### src/rtl/c2p_pkg.sv
`timescale 1ns / 1ps
// ----------------------------------------------------------------------------
// c2p_pkg
// Shared types and constants of the cartesian-to-polar pixel map.
// ----------------------------------------------------------------------------
package c2p_pkg;

    // Configuration register indexes
    localparam logic [2:0] REG_CENTRE_X      = 3'd0;
    localparam logic [2:0] REG_CENTRE_Y      = 3'd1;
    localparam logic [2:0] REG_RANGE_START   = 3'd2;
    localparam logic [2:0] REG_RANGE_STEP    = 3'd3;
    localparam logic [2:0] REG_BEARING_START = 3'd4;
    localparam logic [2:0] REG_BEARING_STEP  = 3'd5;
    localparam logic [2:0] REG_TRANSPOSED    = 3'd6;

    // Saturation limits of the Q16.16 results
    localparam logic [31:0] SAT_MAX = 32'h7FFF_FFFF;
    localparam logic [31:0] SAT_MIN = 32'h8000_0000;

    // Stage counts of the fixed parts of the two paths
    localparam int SQRT_STAGES = 32;
    localparam int RDIV_STAGES = 31;
    localparam int BDIV_STAGES = 32;

    // Flags riding along the radius divider
    typedef struct packed {
        logic mzero;  // magnitude is zero
        logic ovf;    // quotient does not fit
    } t_rad_flags;

    // Flags riding along the bearing divider
    typedef struct packed {
        logic oxzero; // horizontal offset is zero
        logic neg;    // bearing difference is negative
        logic dz;     // bearing difference is zero
        logic ovf;    // quotient magnitude does not fit 32 bits
    } t_brg_flags;

    // Arctangent of 2^-i in radians, 24 fraction bits
    function automatic logic [23:0] f_atan_q24(input int unsigned idx);
        logic [23:0] v;
        case (idx)
            0:       v = 24'd13176795;
            1:       v = 24'd7778716;
            2:       v = 24'd4110060;
            3:       v = 24'd2086331;
            4:       v = 24'd1047214;
            5:       v = 24'd524117;
            6:       v = 24'd262123;
            7:       v = 24'd131069;
            8:       v = 24'd65536;
            9:       v = 24'd32768;
            10:      v = 24'd16384;
            11:      v = 24'd8192;
            12:      v = 24'd4096;
            13:      v = 24'd2048;
            14:      v = 24'd1024;
            15:      v = 24'd512;
            16:      v = 24'd256;
            17:      v = 24'd128;
            18:      v = 24'd64;
            19:      v = 24'd32;
            20:      v = 24'd16;
            21:      v = 24'd8;
            22:      v = 24'd4;
            23:      v = 24'd2;
            default: v = 24'd0;
        endcase
        return v;
    endfunction

endpackage

### src/rtl/c2p_sqrt.sv
`timescale 1ns / 1ps
// ----------------------------------------------------------------------------
// c2p_sqrt
// Pipelined restoring square root: 64-bit radicand, one root bit per stage.
// ----------------------------------------------------------------------------
module c2p_sqrt
    import c2p_pkg::*;
#(
    parameter int TW = 1
) (
    input  logic          i_clk,
    input  logic          i_en,
    input  logic [63:0]   i_rad,
    input  logic [TW-1:0] i_tag,
    output logic [31:0]   o_root,
    output logic [TW-1:0] o_tag
);

    logic [63:0]   r_rad  [SQRT_STAGES+1];
    logic [33:0]   r_rem  [SQRT_STAGES+1];
    logic [31:0]   r_root [SQRT_STAGES+1];
    logic [TW-1:0] r_tag  [SQRT_STAGES+1];

    // Stage zero is the module input
    always_comb begin
        r_rad[0]  = i_rad;
        r_rem[0]  = '0;
        r_root[0] = '0;
        r_tag[0]  = i_tag;
    end

    for (genvar k = 0; k < SQRT_STAGES; k++) begin : g_stage
        logic [35:0] n_trial;
        logic [35:0] n_cmp;
        logic        n_ge;

        // Bring in two radicand bits and try the next root bit
        always_comb begin
            n_trial = {r_rem[k], r_rad[k][63:62]};
            n_cmp   = {2'b00, r_root[k], 2'b01};
            n_ge    = (n_trial >= n_cmp);
        end

        always_ff @(posedge i_clk) begin
            if (i_en) begin
                r_rad[k+1]  <= {r_rad[k][61:0], 2'b00};
                r_rem[k+1]  <= n_ge ? 34'(n_trial - n_cmp) : n_trial[33:0];
                r_root[k+1] <= {r_root[k][30:0], n_ge};
                r_tag[k+1]  <= r_tag[k];
            end
        end
    end

    assign o_root = r_root[SQRT_STAGES];
    assign o_tag  = r_tag[SQRT_STAGES];

endmodule

### config.mk
export PLATFORM = sky130hd
export DESIGN_NAME = c2p_sqrt
export DESIGN_NICKNAME = d
export VERILOG_FILES = /design/src/rtl/c2p_pkg.sv /design/src/rtl/c2p_sqrt.sv
export SDC_FILE = /design/constraint.sdc
export NUM_CORES = 2
export LEC_CHECK = 0
export BUFFER_PORTS_ARGS = -buffer_cell sky130_fd_sc_hd__buf_2
export CAP_MARGIN = 20
export CORE_UTILIZATION = 55
export CTS_BUF_LIST = sky130_fd_sc_hd__clkbuf_8 sky130_fd_sc_hd__clkbuf_16
export CTS_CLUSTER_SIZE = 40
export DETAILED_ROUTE_END_ITERATION = 6
export GPL_ROUTABILITY_DRIVEN = 0
export PLACE_DENSITY = 0.71
export SLEW_MARGIN = 15
export SYNTH_ARGS = -nofsm -noshare
export SYNTH_HDL_FRONTEND = slang
export SYNTH_SLANG_ARGS = --single-unit
### constraint.sdc
create_clock -name i_clk -period 3.2 [get_ports i_clk]
set_input_delay 0.16 -clock i_clk [delete_from_list [all_inputs] [get_ports i_clk]]
set_output_delay 0.16 -clock i_clk [all_outputs]
set_load 0.005 [all_outputs]
==> impl_results.md <==
* GRT Total Usage at 0.2200
* Post-Syn Area per Cell at 12.98 um^2
* Post-Syn Area at 0.1183 mm^2
* TritonCTS clock tree: built
* Post-DP HPWL at 170600 um
* Die area at 0.2169 mm^2
* Asr flop ratio synth at 0
* Non-filler cells, final at 13081
* Clk network pwr share at 0.323
* Peak supply drop at 793.6 uV
* Internal at 70.08 mW
* Critical Path AT at 3.89 ns
* Die Height at 465.7 um
* Initial Util at 0.5553
* Final wirelength at 243900 um
* Worst-Margin Slew at 0.7279 ns
* Switch Pwr at 27.00 mW
* Max-Cap Viols at 0
* CTS Buf Count at 284
* WL/cell at 18.65 um
* Seq pwr share at 0.465
* Failing checks: negative setup slack
* Synth area leader: edfxtp_1
* #FFs+latches synth at 2555
* Post-DRT Antenna Nets at 0
* Cells on Worst Hold Path at 3
* Prevailing post-synth register cell: edfxtp_1
* Min cycle time layout at 3.231 ns
* Final hold vios at 0
* Warnings from Yosys at 0
* Layout net count at 10697
* Final setup violation count at 3
* Outcome: finished, violations left
* Largest net degree at the start of global routing at 135
* Buffers added on ports at 99
* Startpoint types: flop
* Number of global-route vias before repair at 74106
* Rows at 169
* Die width at 465.7 um
* Vias per cell at 5.736
* Max Slew Vio Count at 0
* Dpl cells at 12405
* Via count at 75032
* Setup crit end kind: flop
* Critical Path Start: g_stage[10].n_trial[14]
* DRC violations left at 0
* H-tree depth at 5
* Grt ovf at 0
* Iter 0 DRT Violations at 6164
* Area share of the largest cell type after synthesis at 0.6488
* CP Class: reg -> reg
* Pwr Density at 699.9 mW/mm^2
* Comb pwr share at 0.212
* TNS Setup at -0.06657 ns
* Share of layout cells above drive strength 1 at 0.1412
* Top post-synthesis cells by area: edfxtp_1 65%, ha_1 5.9%, xor2_1 3.2%
* Initial antenna violation count at 2
* Synth cell types at 83
* Crit-path max FO at 4
* Max Fclk at 309.5 MHz
* Post-synth EDFFs at 2555
* R2R depth at 9
* Req. time, crit path at 3.86 ns
* Root buffer cell: clkbuf_16
* First-pass GRT wire length at 383600 um
* Mapped Cells at 9107
* Fin crit share at 1.010
* Clk_lat worst skew at 0.93 ns
* Endpoint, Worst Hold: g_stage[1].n_trial[3]
* FF-to-FF Start: g_stage[10].n_trial[14]
* RSZ-0062 raised after global routing: true
* Seq/Total Area, Yosys at 0.6488
* Core area at 0.2129 mm^2
* Hold Crit Start: i_rad[63]
* Syn nets at 9736
* Sink Count at 2555
* Worst Clk Skew at 0.06746 ns
* Clock-pin slew on the worst setup and hold paths at 0.06 ns
* Hold Path Class: in -> reg
* Clock Path Buffers at 4
* Drt first pass iters at 6
* Reg2Reg Setup Slack at -0.03 ns
* Reg-to-Reg End: g_stage[11].n_trial[34]
* Max_slew headroom at 0.5147
* P_leak at 53.53 nW
* Area grow syn2layout at 17.31%
* IO Count at 100
* Setup ws final at -0.03054 ns
* Sw Ratio at 0.2781
## routing by layer
| layer | vias to the layer above | GRT usage | routed length [um] |
|---|---|---|---|
| li1 | 35671 | - | - |
| met1 | 36369 | 0.2719 | 98760 |
| met2 | 2370 | 0.3837 | 122300 |
| met3 | 622 | 0.03401 | 13130 |
| met4 | 0 | 0.09411 | 9716 |
| met5 | - | 0 | 0 |
## cell usage in the layout, fill, tap and decap left out, types with 422 or more instances in the layout
| cell type | n |
|---|---|
| xor2_1 | 430 |
| a21oi_1 | 547 |
| ha_1 | 536 |
| nor2_1 | 539 |
| xnor2_1 | 422 |
| nand2_1 | 652 |
| buf_4 | 533 |
| edfxtp_1 | 2555 |
| o21ai_0 | 484 |
| inv_1 | 739 |
## power groups by stage
stage	Sequential (mW)	Clock [mW]	Combinational (mW)
final	45.1	31.4	20.6
after global routing	45.5	33.4	22.6
after CTS	45.0	32.1	19.8
after detailed placement	45.7	0	19.4
after global placement	45.6	0	18.7
after floorplan	44.4	0	13.7
## critical path, cell delays in order, from the launching register on
cell and delay [ns]:
edfxtp_1 0.38, or3_4 0.40, or4_4 0.42, or3_4 0.34, or4_4 0.45, nand3_4 0.10, or3b_4 0.38, or2_4 0.28
nor3_2 0.13, xor2_1 0.09
## metrics by stage
step | hold slack [ns] | util | worst slack (ns) | power [mW] | cell area [um^2]
after floorplan | 0.2589 | - | 0.0004816 | 58.16 | 118300
after global placement | 0.3360 | 0.5937 | -0.1202 | 64.31 | 126400
after detailed placement | 0.3381 | 0.5937 | -0.1929 | 65.03 | 126400
after CTS | 0.005688 | 0.6430 | -0.03790 | 96.89 | 136900
after global routing | 0.1099 | 0.6515 | -0.1309 | 101.5 | 138700
final | 0.1570 | 0.6515 | -0.03054 | 97.08 | 138700
## cell usage after synthesis, types with 94 or more instances
library cell,number
edfxtp_1,2555
inv_1,696
nand2_1,656
a21oi_1,562
ha_1,562
nor2_1,552
o21ai_0,513
xor2_1,431
xnor2_1,422
nor3_1,223
a21o_1,219
nand3_1,161
clkbuf_1,147
nand2b_1,113
o21a_1,104
nor4_1,101
nand4_1,94
## cell families (layout without fill, tap and decap cells)
group / Yosys count / after routing / synth area share
flops: 2555 / 2555 / 0.6488
simple gates: 2360 / 2360 / 0.09829
compound gates: 1847 / 1847 / 0.09623
buf+inv: 856 / 2008 / 0.02717
xor+xnor: 853 / 853 / 0.06318
fa+ha+maj: 562 / 562 / 0.05946
mux: 73 / 73 / 0.006814
other cells: 1 / 2 / 0.00003171
## layout make-up
| cell class | count | area [um^2] |
|---|---|---|
| clock buffer | 288 | 7207 |
| timing repair buffer | 832 | 7061 |
| inverter | 699 | 2626 |
| multi-input combinational | 5696 | 39840 |
| sequential | 2555 | 76720 |
| antenna | 1 | 2.502 |
| fill | 15163 | 74210 |
| clock inverter | 189 | 1727 |
| tap | 2821 | 3530 |
## registers in the layout (all words and copies together) (netlist names)
name             cells
g_stage.n_trial   1065
r_rad              930
g_stage.n_cmp      496
o_root              32
r_tag               31
o_tag                1
## what timing repair did
| action | CTS | global route |
|---|---|---|
| hold buffers | 133 | 0 |
| endpoints found under the setup margin | 103 | 512 |
| pin swaps | 5 | 64 |
| gates resized for setup | 55 | 264 |
| cloned | 0 | 8 |
| buffers inserted | 3 | 54 |
| endpoints found under the hold margin | 271 | 0 |
## how the worst max path moves through the flow
stage / end / slack (ns) / cells after the start
floorplan: g_stage[25].n_trial[31] / 0.0005 / 10
global placement: g_stage[28].n_trial[35] / -0.12 / 11
detailed placement: g_stage[21].n_trial[25] / -0.19 / 11
CTS: g_stage[11].n_trial[34] / -0.04 / 9
global route: g_stage[11].n_trial[34] / -0.13 / 9
finish: g_stage[11].n_trial[34] / -0.03 / 9
Note: power is estimated with default switching activity, not from simulation.
