File: src/rtl/c2p_pkg.sv
`timescale 1ns / 1ps
// ----------------------------------------------------------------------------
// c2p_pkg
// Shared types and constants of the cartesian-to-polar pixel map.
// ----------------------------------------------------------------------------
package c2p_pkg;

    // Configuration register indexes
    localparam logic [2:0] REG_CENTRE_X      = 3'd0;
    localparam logic [2:0] REG_CENTRE_Y      = 3'd1;
    localparam logic [2:0] REG_RANGE_START   = 3'd2;
    localparam logic [2:0] REG_RANGE_STEP    = 3'd3;
    localparam logic [2:0] REG_BEARING_START = 3'd4;
    localparam logic [2:0] REG_BEARING_STEP  = 3'd5;
    localparam logic [2:0] REG_TRANSPOSED    = 3'd6;

    // Saturation limits of the Q16.16 results
    localparam logic [31:0] SAT_MAX = 32'h7FFF_FFFF;
    localparam logic [31:0] SAT_MIN = 32'h8000_0000;

    // Stage counts of the fixed parts of the two paths
    localparam int SQRT_STAGES = 32;
    localparam int RDIV_STAGES = 31;
    localparam int BDIV_STAGES = 32;

    // Flags riding along the radius divider
    typedef struct packed {
        logic mzero;  // magnitude is zero
        logic ovf;    // quotient does not fit
    } t_rad_flags;

    // Flags riding along the bearing divider
    typedef struct packed {
        logic oxzero; // horizontal offset is zero
        logic neg;    // bearing difference is negative
        logic dz;     // bearing difference is zero
        logic ovf;    // quotient magnitude does not fit 32 bits
    } t_brg_flags;

    // Arctangent of 2^-i in radians, 24 fraction bits
    function automatic logic [23:0] f_atan_q24(input int unsigned idx);
        logic [23:0] v;
        case (idx)
            0:       v = 24'd13176795;
            1:       v = 24'd7778716;
            2:       v = 24'd4110060;
            3:       v = 24'd2086331;
            4:       v = 24'd1047214;
            5:       v = 24'd524117;
            6:       v = 24'd262123;
            7:       v = 24'd131069;
            8:       v = 24'd65536;
            9:       v = 24'd32768;
            10:      v = 24'd16384;
            11:      v = 24'd8192;
            12:      v = 24'd4096;
            13:      v = 24'd2048;
            14:      v = 24'd1024;
            15:      v = 24'd512;
            16:      v = 24'd256;
            17:      v = 24'd128;
            18:      v = 24'd64;
            19:      v = 24'd32;
            20:      v = 24'd16;
            21:      v = 24'd8;
            22:      v = 24'd4;
            23:      v = 24'd2;
            default: v = 24'd0;
        endcase
        return v;
    endfunction

endpackage

File: src/rtl/c2p_div.sv
`timescale 1ns / 1ps
// ----------------------------------------------------------------------------
// c2p_div
// Pipelined restoring divider: one quotient bit per stage, one divisor input shared by all stages.
// ----------------------------------------------------------------------------
module c2p_div
    import c2p_pkg::*;
#(
    parameter int QB = 31,
    parameter int DW = 24,
    parameter int TW = 2
) (
    input  logic          i_clk,
    input  logic          i_en,
    input  logic [DW-1:0] i_rem,
    input  logic [QB-1:0] i_low,
    input  logic [DW-1:0] i_dvs,
    input  logic [TW-1:0] i_tag,
    output logic [QB-1:0] o_quo,
    output logic [TW-1:0] o_tag
);

    logic [DW-1:0] r_rem [QB+1];
    logic [QB-1:0] r_low [QB+1];
    logic [QB-1:0] r_quo [QB+1];
    logic [TW-1:0] r_tag [QB+1];

    // Stage zero is the module input
    always_comb begin
        r_rem[0] = i_rem;
        r_low[0] = i_low;
        r_quo[0] = '0;
        r_tag[0] = i_tag;
    end

    for (genvar k = 0; k < QB; k++) begin : g_stage
        logic [DW:0] n_trial;
        logic        n_ge;

        // Shift in the next dividend bit and subtract where it fits
        always_comb begin
            n_trial = {r_rem[k], r_low[k][QB-1]};
            n_ge    = (n_trial >= {1'b0, i_dvs});
        end

        always_ff @(posedge i_clk) begin
            if (i_en) begin
                r_rem[k+1] <= n_ge ? DW'(n_trial - {1'b0, i_dvs}) : n_trial[DW-1:0];
                r_low[k+1] <= r_low[k] << 1;
                r_quo[k+1] <= {r_quo[k][QB-2:0], n_ge};
                r_tag[k+1] <= r_tag[k];
            end
        end
    end

    assign o_quo = r_quo[QB];
    assign o_tag = r_tag[QB];

endmodule

File: config.mk
export PLATFORM = sky130hd
export DESIGN_NAME = c2p_div
export DESIGN_NICKNAME = d
export VERILOG_FILES = /design/src/rtl/c2p_pkg.sv /design/src/rtl/c2p_div.sv
export SDC_FILE = /design/constraint.sdc
export NUM_CORES = 2
export LEC_CHECK = 0
export BUFFER_PORTS_ARGS = -buffer_cell sky130_fd_sc_hd__buf_2
export CAP_MARGIN = 20
export CORE_UTILIZATION = 48
export DETAILED_ROUTE_END_ITERATION = 7
export PLACE_DENSITY = 0.66
export SYNTH_ARGS = -nofsm -noshare
export SYNTH_HDL_FRONTEND = slang
export SYNTH_SLANG_ARGS = --single-unit
File: constraint.sdc
create_clock -name i_clk -period 4.2 [get_ports i_clk]
set_input_delay 0.21 -clock i_clk [delete_from_list [all_inputs] [get_ports i_clk]]
set_output_delay 0.21 -clock i_clk [all_outputs]
set_load 0.05 [all_outputs]
==> results by group <==
CTS
  – Clock latency on the worst-skew pair: 0.85 ns
  – Buffers inserted during post-CTS setup optimization: 0
  – Number of clock buffers inserted by TritonCTS: between 150 and 200
  – Post-cts gate resize count: 0
  – Cell chosen for the clock root: sky130_fd_sc_hd__clkbuf_16
  – Total number of H-tree levels: 4
  – Clock tree from TritonCTS: done
  – Count of hold buffers inserted by post-cts repair: between 70 and 80
  – Clock slew at the register clock pins of the worst setup and hold paths: around 0.06 ns
  – Bufs on Longest Clock Path: 3
  – Sink count of the clock tree: approximately 1700

Worst setup path
  – Critical path arrival: around 4.7 ns
  – CP dominant cell by count: sky130_fd_sc_hd__dlygate4sd3_1
  – Buffering stage count on the worst path with inverters included: 5
  – Worst path max stage delay: between 0.5 and 0.6 ns
  – Required time of the worst setup path: about 4.9 ns
  – Startpoint of the most critical register-to-register path: g_stage[23].n_trial[0]
  – Critical path fanouts, max: 21
  – Kind of cell adding the most delay to the critical path: buffers and inverters
  – First element of the critical path: i_rem[0]
  – Launching element type of the critical path: input pin
  – List of cells traversed by the critical path: dlygate4sd3_1 > buf_2 > ha_1 > nor2b_1 > o31a_1 > o211ai_1 > nand4_1 > a31oi_1 > o21a_1 > a21oi_1 > a2111oi_4 > buf_12 > nand2_1 > dlygate4sd3_1 > o21ai_0 > dlygate4sd3_1
  – Classification of the worst setup path: input pin to register
  – Worst setup EP type: register
  – Max stage delay cell, worst path: sky130_fd_sc_hd__dlygate4sd3_1

Timing
  – Portion of the clock cycle consumed by the worst path in the final layout: approximately 94%
  – Maximum achievable frequency: about 250 MHz
  – Final setup skew: approximately 0.053 ns
  – Count of final max-slew check failures: 0
  – Total Neg Setup Slack: 0 ns
  – Worst max-slew margin expressed relative to the limit: 39.6%
  – Slew of the pin with the lowest slew margin: 0.906 ns
  – Total of endpoints with negative setup slack in the final report: 0
  – Unrepaired setup endpoints after global routing: false
  – Fin. Hold Viols: 0
  – Final min period: 3.97 ns

Global routing
  – Met1 demand-to-capacity share in global routing: a little under a third
  – First-pass GRT wire length: about 340 mm
  – Overall global routing resource usage: a little over a fifth
  – Residual overflow from global routing: 0
  – Via count of the first global-routing pass: around 61000
  – Met3 Resource Use GR: 2.72%
  – Initial antenna violation count: 1
  – Global-route track usage on met2: between 30 and 40%
  – Gr busiest metal: met2
  – Maximum number of pins on one net before global-route repair: 143

Synthesis
  – Number of warnings issued by yosys: 0
  – Count of state elements after synthesis: 1743
  – Instance count of the mapped netlist: 7696
  – Main combinational cell family by area after synthesis: compound AO/OA/AOI/OAI gates
  – Cell accounting for the most synthesized area: sky130_fd_sc_hd__edfxtp_1
  – Primary flip-flop cell chosen by synthesis mapping: sky130_fd_sc_hd__edfxtp_1
  – Dominant cells by area after synthesis: sky130_fd_sc_hd__edfxtp_1 (55%), sky130_fd_sc_hd__ha_1 (9.8%), sky130_fd_sc_hd__mux2_2 (4.3%)
  – Simple-Gate Fraction of Synth Area: under 10%
  – Seq/Total Area, Yosys: between 50% and 60%
  – Mean post-synth cell area: 12.3 µm²
  – Post-synth net total: roughly 8600
  – Area share of the leading cell type in the synthesized netlist: a little under three fifths
  – Async S/R FF share, synth: 0%
  – Post-synth cell types: between 90 and 100
  – Adder-cell share of the synthesized area: 10.5%
  – Synth Area in XOR/XNOR: 5.28%
  – Post-synthesis mux area share: 4.84%
  – Post-synth EDFFs: 1743
  – Post-synthesis cell area: 94700 µm²
  – Fraction of the mapped netlist area in compound gates: between 10% and 20%

Detailed routing
  – Remaining number of nets flagged by the antenna check after routing: 0
  – Wirelength, routed: roughly 220 mm
  – Vias after detailed routing: ~63000
  – Initial detailed-routing violation count: about 5000
  – First-pass DRT Iterations: 7
  – Average wire per cell in the routed design: a little under 20 µm
  – Ratio of routed vias to standard cells: between 5 and 6
  – Detailed-route DRC error count: 0

Final layout
  – Multi-input gate area: ~41000 µm²
  – Most frequent standard cell in the layout excluding fill and tap cells: sky130_fd_sc_hd__edfxtp_1
  – Finished Cell Area: around 110000 µm²
  – Seq. cell area: around 52000 µm²
  – Fill cell count: between 15000 and 20000
  – Area growth, synth to finish: 13.7%
  – Top library cells by usage in the layout, fill and taps aside: sky130_fd_sc_hd__edfxtp_1 (1743), sky130_fd_sc_hd__ha_1 (744), sky130_fd_sc_hd__a21oi_1 (576)
  – Nets@finish: around 9000
  – Antenna diodes: 0
  – Fraction of final layout cells sized beyond drive strength 1: ~13%

Power and ir drop
  – IR Drop Worst-Case VDD: 0.000471 V
  – P_leak: slightly above 40 nW
  – Ratio of total power to cell area: ~790 nW/µm²

Floorplan
  – IO Pins: about 120
  – Site Rows: about 160
  – Die footprint: between 150000 and 200000 µm²
  – Core area: approximately 200000 µm²
  – Starting utilization of the core area: 48.4%
  – Chip width: approximately 450 µm
  – Height of the die: 446 µm

Placed design
  – Port-buffer cells: 115
  – Weighted congestion at the end of routability-driven global placement: 0.911
  – Placed inst area: roughly 100000 µm²
  – Half-perimeter wire length of the detailed placement result: around 150 mm

Status
  – Status: finished, final reports clean

Worst hold path
  – Min-delay src: i_low[3]
  – Classification of the worst-slack hold path: input pin to register

Job
  – Number of violations of the max-capacitance limit: 0
==> sequential cells by signal, summed over array words and instances, names as in the netlist <==
| register | flops |
|---|---|
| g_stage.n_trial | 750 |
| r_quo | 465 |
| r_low | 435 |
| r_tag | 60 |
| o_quo | 31 |
| o_tag | 2 |
==> worst reg2reg max path: cells and delay by family, from the launching register on <==
| kind | cells | cell delay [ns] |
|---|---|---|
| AOI/OAI and AO/OA | 8 | 2.26 |
| adders and majority gates | 1 | 0.24 |
| buffers and inverters | 2 | 0.44 |
| DFF | 1 | 0.46 |
| and+or+nand+nor | 1 | 0.08 |
==> area by class of cell <==
type                    instances  area share, %
flip-flops and latches       1743           48.6
multi-input cells            5534           37.8
clock buffers                 222           4.49
repair buffers                461           3.89
well taps                    2624           3.05
clock inverters               124           1.32
inverters                     252          0.879
==> synthesized netlist by cell type, types with 39 or more instances <==
| master | instances |
|---|---|
| sky130_fd_sc_hd__edfxtp_1 | 1743 |
| sky130_fd_sc_hd__ha_1 | 744 |
| sky130_fd_sc_hd__a21oi_1 | 577 |
| sky130_fd_sc_hd__o21ai_0 | 542 |
| sky130_fd_sc_hd__nand2_1 | 516 |
| sky130_fd_sc_hd__nor2_1 | 446 |
| sky130_fd_sc_hd__mux2_2 | 365 |
| sky130_fd_sc_hd__xnor2_1 | 347 |
| sky130_fd_sc_hd__a21o_1 | 253 |
| sky130_fd_sc_hd__inv_1 | 252 |
| sky130_fd_sc_hd__xor2_1 | 224 |
| sky130_fd_sc_hd__nor3_1 | 131 |
| sky130_fd_sc_hd__nand3_1 | 121 |
| sky130_fd_sc_hd__nor2b_1 | 108 |
| sky130_fd_sc_hd__o21a_1 | 108 |
| sky130_fd_sc_hd__nand4_1 | 104 |
| sky130_fd_sc_hd__nand2b_1 | 94 |
| sky130_fd_sc_hd__clkbuf_1 | 93 |
| sky130_fd_sc_hd__a31oi_1 | 71 |
| sky130_fd_sc_hd__o21bai_1 | 67 |
| sky130_fd_sc_hd__and3_1 | 50 |
| sky130_fd_sc_hd__a211oi_1 | 47 |
| sky130_fd_sc_hd__or3_1 | 45 |
| sky130_fd_sc_hd__o31ai_1 | 44 |
| sky130_fd_sc_hd__mux2i_1 | 43 |
| sky130_fd_sc_hd__o31a_1 | 39 |
==> path summary, 6_finish.rpt <==
kind / endpoint / slack [ns] / depth (start not counted)
worst max-delay path: g_stage[1].n_trial[10] / 0.23 / 16
worst min-delay path: r_low[934] / 0.07 / 2
worst max register to register: g_stage[24].n_trial[22] / 0.46 / 12
worst min register to register: r_quo[52] / 0.39 / 0
==> logic make-up after synthesis <==
| group | Yosys count |
|---|---|
| adders and majority gates | 774 |
| DFF | 1743 |
| and+or+nand+nor | 1766 |
| AOI/OAI and AO/OA | 2011 |
| buffers and inverters | 419 |
| xor gates and xnor gates | 571 |
| muxes | 412 |
==> stage by stage <==
stage | std cells | hold slack, ns | util [%] | setup WS, ns | total power, mW
3_5_place_dp | 10500 | 0.388 | 51.5 | 0.128 | 68.6
5_1_grt | 11000 | 0.0435 | 55.1 | 0.0973 | 91.5
3_3_place_gp | 10500 | 0.387 | 51.5 | 0.182 | 67.8
4_1_cts | 11000 | 0.00892 | 55.1 | 0.328 | 85.9
6_report | 11000 | 0.0709 | 55.1 | 0.233 | 85.6
2_1_floorplan | 7696 | 0.309 | - | 0.262 | 58.1
==> layer usage <==
metal	vias to the layer above	part of all wire, %
li1	30400	-
met1	30100	46
met2	1634	45
met3	409	5.1
met4	0	3.5
met5	-	0
==> power by group <==
group          leakage [nW]  switching (mW)  internal [mW]  total (mW)
Sequential             17.0            2.90           26.3        29.2
Combinational          21.4            21.0           18.7        39.7
Clock                  3.02            7.01           9.64        16.6
Total                  41.5            30.9           54.7        85.6
(Power assumes the default switching activity.)
